$ cat config.mk
export PLATFORM = sky130hd
export DESIGN_NAME = sparse_triplet_matrix_multiply
export DESIGN_NICKNAME = d
export VERILOG_FILES = /design/src/hdl/stmm_pkg.sv /design/src/hdl/stmm_regs.sv /design/src/hdl/stmm_engine.sv /design/src/hdl/sparse_triplet_matrix_multiply.sv
export SDC_FILE = /design/constraint.sdc
export NUM_CORES = 2
export LEC_CHECK = 0
export ABC_AREA = 1
export BUFFER_PORTS_ARGS = -buffer_cell sky130_fd_sc_hd__buf_2
export CORE_MARGIN = 1.5
export CORE_UTILIZATION = 25
export CTS_CLUSTER_SIZE = 28
export DETAILED_ROUTE_END_ITERATION = 7
export PLACE_DENSITY = 0.47
export SYNTH_ARGS = -nofsm -noshare
export SYNTH_HDL_FRONTEND = slang
export SYNTH_MEMORY_MAX_BITS = 65536
export SYNTH_SLANG_ARGS = --single-unit
$ cat constraint.sdc
create_clock -name clk -period 15.92 [get_ports clk]
set_clock_uncertainty 0.15 [all_clocks]
set_input_delay 0.796 -clock clk [delete_from_list [all_inputs] [get_ports clk]]
set_output_delay 0.796 -clock clk [all_outputs]
set_load 0.005 [all_outputs]
$ cat src/hdl/stmm_pkg.sv
// Shared types and operation codes for the sparse triplet multiplier.
`timescale 1ns / 1ps
package stmm_pkg;
	typedef enum logic [1:0] {
		OP_LOAD_A = 2'd0,
		OP_LOAD_B = 2'd1,
		OP_MULTIPLY = 2'd2,
		OP_UNUSED = 2'd3
	} op_t;

	localparam int unsigned OUT_VALUE_BITS = 40;
	localparam int unsigned DIM_BITS = 9;

	localparam logic [1:0] REG_A_COLUMNS = 2'd0;
	localparam logic [1:0] REG_B_ROWS = 2'd1;
	localparam logic [1:0] REG_B_COLUMNS = 2'd2;
endpackage

$ cat src/hdl/stmm_regs.sv
// APB register file for the matrix dimensions.
`timescale 1ns / 1ps
module stmm_regs (
	input  logic        clk,
	input  logic        arst_n,
	input  logic        psel,
	input  logic        penable,
	input  logic        pwrite,
	input  logic [3:0]  paddr,
	input  logic [31:0] pwdata,
	output logic [31:0] prdata,
	output logic        pready,
	output logic [stmm_pkg::DIM_BITS-1:0] a_columns,
	output logic [stmm_pkg::DIM_BITS-1:0] b_rows,
	output logic [stmm_pkg::DIM_BITS-1:0] b_columns
);
	logic [stmm_pkg::DIM_BITS-1:0] a_columns_q, b_rows_q, b_columns_q;
	logic [1:0] idx;

	assign idx = paddr[3:2];
	assign pready = 1'b1;

	always_ff @(posedge clk or negedge arst_n) begin
		if (!arst_n) begin
			a_columns_q <= 9'd1;
			b_rows_q <= 9'd1;
			b_columns_q <= 9'd1;
		end else if (psel && penable && pwrite) begin
			unique case (idx)
				stmm_pkg::REG_A_COLUMNS: a_columns_q <= pwdata[8:0];
				stmm_pkg::REG_B_ROWS: b_rows_q <= pwdata[8:0];
				stmm_pkg::REG_B_COLUMNS: b_columns_q <= pwdata[8:0];
				default: ;
			endcase
		end
	end

	always_comb begin
		prdata = '0;
		unique case (idx)
			stmm_pkg::REG_A_COLUMNS: prdata = {23'd0, a_columns_q};
			stmm_pkg::REG_B_ROWS: prdata = {23'd0, b_rows_q};
			stmm_pkg::REG_B_COLUMNS: prdata = {23'd0, b_columns_q};
			default: prdata = '0;
		endcase
	end

	assign a_columns = a_columns_q;
	assign b_rows = b_rows_q;
	assign b_columns = b_columns_q;
endmodule

$ cat src/hdl/stmm_engine.sv
// Sequencer with stores, one shared multiplier and the product list.
`timescale 1ns / 1ps
module stmm_engine #(
	parameter int unsigned MAX_NONZEROS = 8,
	parameter int unsigned INDEX_BITS = 8,
	parameter int unsigned VALUE_BITS = 16
) (
	input  logic clk,
	input  logic arst_n,
	input  logic [stmm_pkg::DIM_BITS-1:0] a_columns,
	input  logic [stmm_pkg::DIM_BITS-1:0] b_rows,
	input  logic [stmm_pkg::DIM_BITS-1:0] b_columns,
	input  logic in_valid,
	output logic in_ready,
	input  logic [1:0] operation,
	input  logic [7:0] row,
	input  logic [7:0] col,
	input  logic signed [15:0] value,
	output logic out_valid,
	input  logic out_ready,
	output logic [7:0] out_row,
	output logic [7:0] out_col,
	output logic signed [stmm_pkg::OUT_VALUE_BITS-1:0] out_value,
	output logic is_entry,
	output logic mismatch,
	output logic last
);
	localparam int unsigned NB = (MAX_NONZEROS > 1) ? $clog2(MAX_NONZEROS) : 1;
	localparam int unsigned CB = $clog2(MAX_NONZEROS + 1);
	localparam int unsigned PMAX = MAX_NONZEROS * MAX_NONZEROS;
	localparam int unsigned PB = (PMAX > 1) ? $clog2(PMAX) : 1;
	localparam int unsigned PCB = $clog2(PMAX + 1);
	localparam int unsigned OVB = stmm_pkg::OUT_VALUE_BITS;

	typedef struct packed {
		logic [INDEX_BITS-1:0] r;
		logic [INDEX_BITS-1:0] c;
		logic signed [VALUE_BITS-1:0] v;
	} trip_t;

	typedef enum logic [3:0] {
		S_IDLE, S_SORT, S_PAIR, S_MUL, S_SCAN, S_RD, S_ADD, S_EMIT_RD, S_EMIT, S_ONE
	} state_t;

	state_t state_q;
	trip_t a_q [MAX_NONZEROS];
	trip_t b_q [MAX_NONZEROS];
	trip_t ord_q [MAX_NONZEROS];
	logic [CB-1:0] a_cnt_q, b_cnt_q, n_ord_q;
	logic [INDEX_BITS:0] sc_q;        // column being gathered
	logic [CB-1:0] j_q, i_q;
	logic [INDEX_BITS-1:0] pr_q, pc_q;
	logic signed [2*VALUE_BITS-1:0] prod_q;
	// product list memory
	logic [INDEX_BITS-1:0] pl_row [PMAX];
	logic [INDEX_BITS-1:0] pl_col [PMAX];
	logic [OVB-1:0] pl_sum [PMAX];
	logic [PCB-1:0] pcnt_q, k_q;
	logic [OVB-1:0] rd_sum_q;
	logic [INDEX_BITS-1:0] rd_row_q, rd_col_q;
	logic [7:0] o_row_q, o_col_q;
	logic [OVB-1:0] o_val_q;
	logic o_ent_q, o_mis_q, o_last_q, o_vld_q;

	trip_t t_in;
	assign t_in = '{r: row[INDEX_BITS-1:0], c: col[INDEX_BITS-1:0], v: value[VALUE_BITS-1:0]};
	assign in_ready = (state_q == S_IDLE) && !o_vld_q;

	trip_t a_cur, b_cur, o_cur;
	assign a_cur = a_q[i_q[NB-1:0]];
	assign b_cur = b_q[j_q[NB-1:0]];
	assign o_cur = ord_q[j_q[NB-1:0]];

	always_ff @(posedge clk) begin
		if (state_q == S_IDLE && in_valid && in_ready) begin
			if (operation == stmm_pkg::OP_LOAD_A && a_cnt_q < CB'(MAX_NONZEROS))
				a_q[a_cnt_q[NB-1:0]] <= t_in;
			if (operation == stmm_pkg::OP_LOAD_B && b_cnt_q < CB'(MAX_NONZEROS))
				b_q[b_cnt_q[NB-1:0]] <= t_in;
		end
		if (state_q == S_SORT && j_q < b_cnt_q && {1'b0, b_cur.c} == sc_q
			&& n_ord_q < CB'(MAX_NONZEROS))
			ord_q[n_ord_q[NB-1:0]] <= b_cur;
		if (state_q == S_PAIR) begin
			prod_q <= a_cur.v * o_cur.v;
			pr_q <= a_cur.r;
			pc_q <= o_cur.c;
		end
		// single write port on the product list
		if (state_q == S_ADD) begin
			if (k_q == pcnt_q) begin
				pl_row[k_q[PB-1:0]] <= pr_q;
				pl_col[k_q[PB-1:0]] <= pc_q;
				pl_sum[k_q[PB-1:0]] <= OVB'(prod_q);
			end else
				pl_sum[k_q[PB-1:0]] <= rd_sum_q + OVB'(prod_q);
		end
		if (k_q < PCB'(PMAX)) begin
			rd_sum_q <= pl_sum[k_q[PB-1:0]];
			rd_row_q <= pl_row[k_q[PB-1:0]];
			rd_col_q <= pl_col[k_q[PB-1:0]];
		end
	end

	always_ff @(posedge clk or negedge arst_n) begin
		if (!arst_n) begin
			state_q <= S_IDLE;
			a_cnt_q <= '0; b_cnt_q <= '0; n_ord_q <= '0;
			sc_q <= '0; j_q <= '0; i_q <= '0; pcnt_q <= '0; k_q <= '0;
			o_vld_q <= 1'b0; o_row_q <= '0; o_col_q <= '0; o_val_q <= '0;
			o_ent_q <= 1'b0; o_mis_q <= 1'b0; o_last_q <= 1'b0;
		end else begin
			if (o_vld_q && out_ready) o_vld_q <= 1'b0;
			unique case (state_q)
				S_IDLE: if (in_valid && in_ready) begin
					unique case (operation)
						stmm_pkg::OP_LOAD_A:
							if (a_cnt_q < CB'(MAX_NONZEROS)) a_cnt_q <= a_cnt_q + 1'b1;
						stmm_pkg::OP_LOAD_B:
							if (b_cnt_q < CB'(MAX_NONZEROS)) b_cnt_q <= b_cnt_q + 1'b1;
						stmm_pkg::OP_MULTIPLY: begin
							if (a_columns != b_rows) begin
								a_cnt_q <= '0; b_cnt_q <= '0;
								o_row_q <= '0; o_col_q <= '0; o_val_q <= '0;
								o_ent_q <= 1'b0; o_mis_q <= 1'b1; o_last_q <= 1'b1;
								o_vld_q <= 1'b1;
							end else begin
								sc_q <= '0; j_q <= '0; n_ord_q <= '0;
								state_q <= S_SORT;
							end
						end
						default: ;
					endcase
				end
				// one B entry per cycle for each column below b_columns
				S_SORT: begin
					if (sc_q >= (INDEX_BITS+1)'(1 << INDEX_BITS)
						|| 9'(sc_q) >= b_columns
						|| b_cnt_q == '0) begin
						i_q <= '0; j_q <= '0; pcnt_q <= '0;
						state_q <= S_PAIR;
					end else begin
						if (j_q < b_cnt_q && {1'b0, b_cur.c} == sc_q
							&& n_ord_q < CB'(MAX_NONZEROS))
							n_ord_q <= n_ord_q + 1'b1;
						if (j_q + 1'b1 >= b_cnt_q) begin
							j_q <= '0;
							sc_q <= sc_q + 1'b1;
						end else
							j_q <= j_q + 1'b1;
					end
				end
				S_PAIR: begin
					if (i_q >= a_cnt_q || n_ord_q == '0) begin
						a_cnt_q <= '0; b_cnt_q <= '0; k_q <= '0;
						state_q <= (pcnt_q == '0) ? S_ONE : S_EMIT_RD;
					end else if ({1'b0, a_cur.c} == {1'b0, o_cur.r}) begin
						k_q <= '0;
						state_q <= S_MUL;
					end else
						state_q <= S_MUL;
				end
				S_MUL: begin
					if ({1'b0, a_cur.c} == {1'b0, o_cur.r}) begin
						k_q <= '0;
						state_q <= S_SCAN;
					end else
						state_q <= S_SCAN;
				end
				// walk the list through S_SCAN and S_RD, looking for a match
				S_SCAN: begin
					if ({1'b0, a_cur.c} != {1'b0, o_cur.r}) begin
						state_q <= S_RD;
						k_q <= PCB'(PMAX);
					end else if (k_q == pcnt_q) state_q <= S_ADD;
					else state_q <= S_RD;
				end
				S_RD: begin
					if (k_q == PCB'(PMAX)) begin
						if (j_q + 1'b1 >= n_ord_q) begin
							j_q <= '0; i_q <= i_q + 1'b1;
						end else j_q <= j_q + 1'b1;
						state_q <= S_PAIR;
					end else if (rd_row_q == pr_q && rd_col_q == pc_q)
						state_q <= S_ADD;
					else begin
						k_q <= k_q + 1'b1;
						state_q <= S_SCAN;
					end
				end
				S_ADD: begin
					if (k_q == pcnt_q) pcnt_q <= pcnt_q + 1'b1;
					k_q <= PCB'(PMAX);
					state_q <= S_RD;
				end
				S_EMIT_RD: state_q <= S_EMIT;
				S_EMIT: if (!o_vld_q) begin
					o_row_q <= 8'(rd_row_q); o_col_q <= 8'(rd_col_q);
					o_val_q <= rd_sum_q; o_ent_q <= 1'b1; o_mis_q <= 1'b0;
					o_last_q <= (k_q + 1'b1 == pcnt_q);
					o_vld_q <= 1'b1;
					if (k_q + 1'b1 == pcnt_q) begin
						k_q <= '0; state_q <= S_IDLE;
					end else begin
						k_q <= k_q + 1'b1; state_q <= S_EMIT_RD;
					end
				end
				S_ONE: if (!o_vld_q) begin
					o_row_q <= '0; o_col_q <= '0; o_val_q <= '0;
					o_ent_q <= 1'b0; o_mis_q <= 1'b0; o_last_q <= 1'b1;
					o_vld_q <= 1'b1; state_q <= S_IDLE;
				end
				default: state_q <= S_IDLE;
			endcase
		end
	end

	assign out_valid = o_vld_q;
	assign out_row = o_row_q;
	assign out_col = o_col_q;
	assign out_value = o_val_q;
	assign is_entry = o_ent_q;
	assign mismatch = o_mis_q;
	assign last = o_last_q;
endmodule

$ cat src/hdl/sparse_triplet_matrix_multiply.sv
// Top level: sparse triplet matrix multiplier.
//  channel | direction | handshake            | payload
//  in      | sink      | in_valid / in_ready  | operation, row, col, value
//  out     | source    | out_valid / out_ready| out_row, out_col, out_value, flags
//  apb     | sink      | psel/penable/pready  | paddr, pwdata, prdata
// A multiply gathers B by column, one B entry a cycle per column below b_columns,
// then takes each A/B pair through S_PAIR, S_MUL and S_SCAN, walks the product
// list through S_SCAN and S_RD and adds in S_ADD where the indices meet; each
// result is read in S_EMIT_RD and sent from S_EMIT, which waits out output stalls.
// Reset clears counts and control; stores hold undefined data until loaded.
`timescale 1ns / 1ps
module sparse_triplet_matrix_multiply #(
	parameter int unsigned MAX_NONZEROS = 8,
	parameter int unsigned INDEX_BITS = 8,
	parameter int unsigned VALUE_BITS = 16
) (
	input  logic clk,
	input  logic arst_n,
	input  logic psel,
	input  logic penable,
	input  logic pwrite,
	input  logic [3:0] paddr,
	input  logic [31:0] pwdata,
	output logic [31:0] prdata,
	output logic pready,
	input  logic in_valid,
	output logic in_ready,
	input  logic [1:0] operation,
	input  logic [7:0] row,
	input  logic [7:0] col,
	input  logic signed [15:0] value,
	output logic out_valid,
	input  logic out_ready,
	output logic [7:0] out_row,
	output logic [7:0] out_col,
	output logic signed [39:0] out_value,
	output logic is_entry,
	output logic mismatch,
	output logic last
);
	logic [stmm_pkg::DIM_BITS-1:0] a_columns, b_rows, b_columns;

	stmm_regs u_regs (
		.clk, .arst_n, .psel, .penable, .pwrite, .paddr, .pwdata, .prdata, .pready,
		.a_columns, .b_rows, .b_columns
	);

	stmm_engine #(
		.MAX_NONZEROS(MAX_NONZEROS), .INDEX_BITS(INDEX_BITS), .VALUE_BITS(VALUE_BITS)
	) u_engine (
		.clk, .arst_n, .a_columns, .b_rows, .b_columns,
		.in_valid, .in_ready, .operation, .row, .col, .value,
		.out_valid, .out_ready, .out_row, .out_col, .out_value,
		.is_entry, .mismatch, .last
	);
endmodule

==> impl_metrics.json <==
{
  "status": "finished, final reports clean",
  "cp_slowest_cell": "fa_1",
  "grt_overflow_total": 0,
  "cts_root_buf": "clkbuf_16",
  "max_stage_delay_ps": 880,
  "synth_flop_cell": "edfxtp_1",
  "period_needed_ps": 9760,
  "track_usage_pct": 15.7,
  "slew_viol_final": 0,
  "num-nets-final": 14400,
  "slew_headroom_pct": 8.80,
  "hold_violations": 0,
  "drc": 0,
  "rsz0062_at_grt": "false",
  "drtIter0Drc": 11400,
  "synth_edf_count": 4456,
  "synth-async-reset-ratio_pct": 2.92,
  "drtAntennaViolNets": 0,
  "crit_required_ps": 16490,
  "synth.distinct_cells": 65,
  "antenna_found_initial": 27,
  "clkTransAtPathRegs_ps": 60,
  "crit_path_max_fanout": 39,
  "routed_wirelength_um": 614000,
  "cap_viol_max_count": 0,
  "cts_inserted_buffers": 472,
  "instances_no_fill": 24200,
  "min_path_type": "in2reg",
  "syn_to_final_growth_pct": 15.5,
  "via_per_inst": 4.75,
  "fmax_mhz": 102,
  "syn_avg_cell_area_sq_um": 13.7,
  "start_util_pct": 25.1,
  "io_buffers": 121,
  "synth_largest_area_cell": "edfxtp_1",
  "die_area_sq_um": 750000,
  "worst_pin_slew_ps": 1360,
  "ys_top_cells_by_area": "edfxtp_1 72%, nand2_1 6.2%, fa_1 2.8%",
  "synth_cells": 13600,
  "grt_pass1_vias": 111000,
  "cts_setup_buffers": 0,
  "hold_buffers": 41,
  "setup_tns_ps": 0,
  "critical_path_arrival_ps": 10330,
  "synth_seq_cells": 4590,
  "cts.repair.resized": 0,
  "drt_first_pass_iters": 6,
  "cts_tree": "built",
  "drive_gt1_share_pct": 9.86,
  "yosys_warnings": 0,
  "seq_area_frac_synth_pct": 73.6,
  "place_inst": 23300,
  "place.gp.congestion": 0.877,
  "grt_pass1_wl_um": 856000,
  "synth_common_cells": "4456 x edfxtp_1, 3081 x nand2_1, 939 x nor2_1",
  "yosysMostFrequentCell": "edfxtp_1",
  "fin_ws_ps": 6160,
  "yosysTopAreaCellShare_pct": 71.8,
  "core_area_sq_um": 741000,
  "htree_levels": 5,
  "die_w_um": 866,
  "syn_area_sq_um": 186000,
  "crit_type": "reg2reg",
  "dieHeight_um": 866,
  "cts_max_path_buffers": 4,
  "setup_viol": 0,
  "pre_cts_ws_ps": 6180,
  "cts.sinks": 4590,
  "grt_max_degree": 137,
  "finalCritPeriodShare_pct": 61.3,
  "num_rows": 316,
  "io_pins": 171,
  "wl_per_cell_um": 25.4,
  "num_vias": 115000,
  "start_kind": "flip-flop",
  "cp-end-kind": "flip-flop",
  "dp_hpwl_um": 346000,
  "insertion_delay_ps": 1070
}
critical path: cells and delay by family, from the launching register on:
kind / cells / cell delay, ps
flip-flops: 1 / 650
adder cells (fa/ha/maj): 7 / 3800
buffers and inverters: 8 / 2210
AND/OR/NAND/NOR: 9 / 1160
XOR/XNOR: 1 / 60
AO/OA/AOI/OAI: 4 / 1340
routing by layer:
| layer | global-route usage, % | part of all wire (%) | up-vias | wire length [um] |
|---|---|---|---|---|
| met4 | 4.74 | 3.3 | 2 | 20200 |
| met5 | 0 | 0.0026 | - | 16 |
| li1 | - | - | 50400 | - |
| met3 | 1.73 | 5.7 | 796 | 34800 |
| met2 | 26.3 | 48 | 3757 | 294000 |
| met1 | 21.4 | 43 | 60000 | 265000 |
through the flow:
stage,utilization [%],hold slack [ps],cell area [sq um]
2_1_floorplan,-,303,186000
3_3_place_gp,27.0,314,200000
6_report,29.0,88.5,215000
4_1_cts,29.0,1.55,215000
3_5_place_dp,27.0,318,200000
5_1_grt,29.0,46.5,215000
state kept, by name (all words and copies together), names as in the netlist, 7 cells and up:
signal              cells
u_engine.sc_q           9
u_engine.rd_col_q       8
u_engine.k_q            7
u_engine.pcnt_q         7
u_regs.b_rows           9
u_engine.pl_sum      2560
u_engine.pr_q           8
u_engine.out_row        8
u_regs.a_columns        9
u_regs.b_columns        9
u_engine.ord_q        256
u_engine.pc_q           8
u_engine.b_q          256
u_engine.out_value     40
u_engine.a_q          256
u_engine.out_col        8
u_engine.rd_sum_q      40
u_engine.prod_q        32
u_engine.pl_col       512
u_engine.pl_row       512
u_engine.rd_row_q       8
cell families (layout without fill, tap and decap cells):
| logic type | after synthesis | count (layout) | synth area share (%) |
|---|---|---|---|
| muxes | 1 | 1 | 0.00604 |
| buffers and inverters | 1501 | 2197 | 3.47 |
| adders and majority gates | 425 | 425 | 3.91 |
| AOI/OAI and AO/OA | 2093 | 2093 | 7.70 |
| xor gates and xnor gates | 100 | 100 | 0.470 |
| DFF | 4590 | 4590 | 73.6 |
| other | 2 | 38 | 0.00403 |
| and+or+nand+nor | 4884 | 4884 | 10.8 |
layout by cell type (no fill, tap or decap), types with 109 or more instances in the layout:
master | synthesis | routed
a21oi_1 | 138 | 135
nand2_1 | 3081 | 3045
clkbuf_1 | 212 | 124
inv_1 | 770 | 764
a221oi_1 | 390 | 390
buf_4 | 59 | 351
o22ai_1 | 109 | 109
a22oi_1 | 545 | 545
nor2_1 | 939 | 869
buf_2 | 311 | 120
nand3_1 | 239 | 239
dfrtp_1 | 131 | 127
clkinv_1 | 2 | 126
clkbuf_16 | 0 | 480
ha_1 | 162 | 162
fa_1 | 263 | 263
edfxtp_1 | 4456 | 4456
o21ai_0 | 579 | 569
nand4_1 | 436 | 436
cell type report:
type / instances / area, sq um
diodes: 14 / 35.0
clock buffers: 606 / 12500
clock inverters: 258 / 2210
fillers: 74900 / 526000
inverters: 809 / 3110
multi-input cells: 7527 / 44000
flip-flops and latches: 4590 / 137000
well taps: 9858 / 12300
repair buffers: 524 / 3880
path summary, 6_finish.rpt:
check | end | slack, ps | cells after the start | start
setup / recovery | u_engine.prod_q[29] | 6160 | 29 | u_engine.j_q[1]
hold / removal | u_engine.b_q[6][15] | 90 | 1 | value[15]
setup reg to reg | u_engine.prod_q[29] | 6160 | 29 | u_engine.j_q[1]
hold reg to reg | u_engine.out_row[5] | 330 | 2 | u_engine.out_row[5]
max in group asynchronous | u_engine.i_q[0] | 13730 | 3 | arst_n
min in group asynchronous | u_engine.out_value[15] | 230 | 2 | arst_n
Power is left out: the tool's default activity adds up to more than one toggle a clock period on the data nets, which glitch-free logic cannot reach.
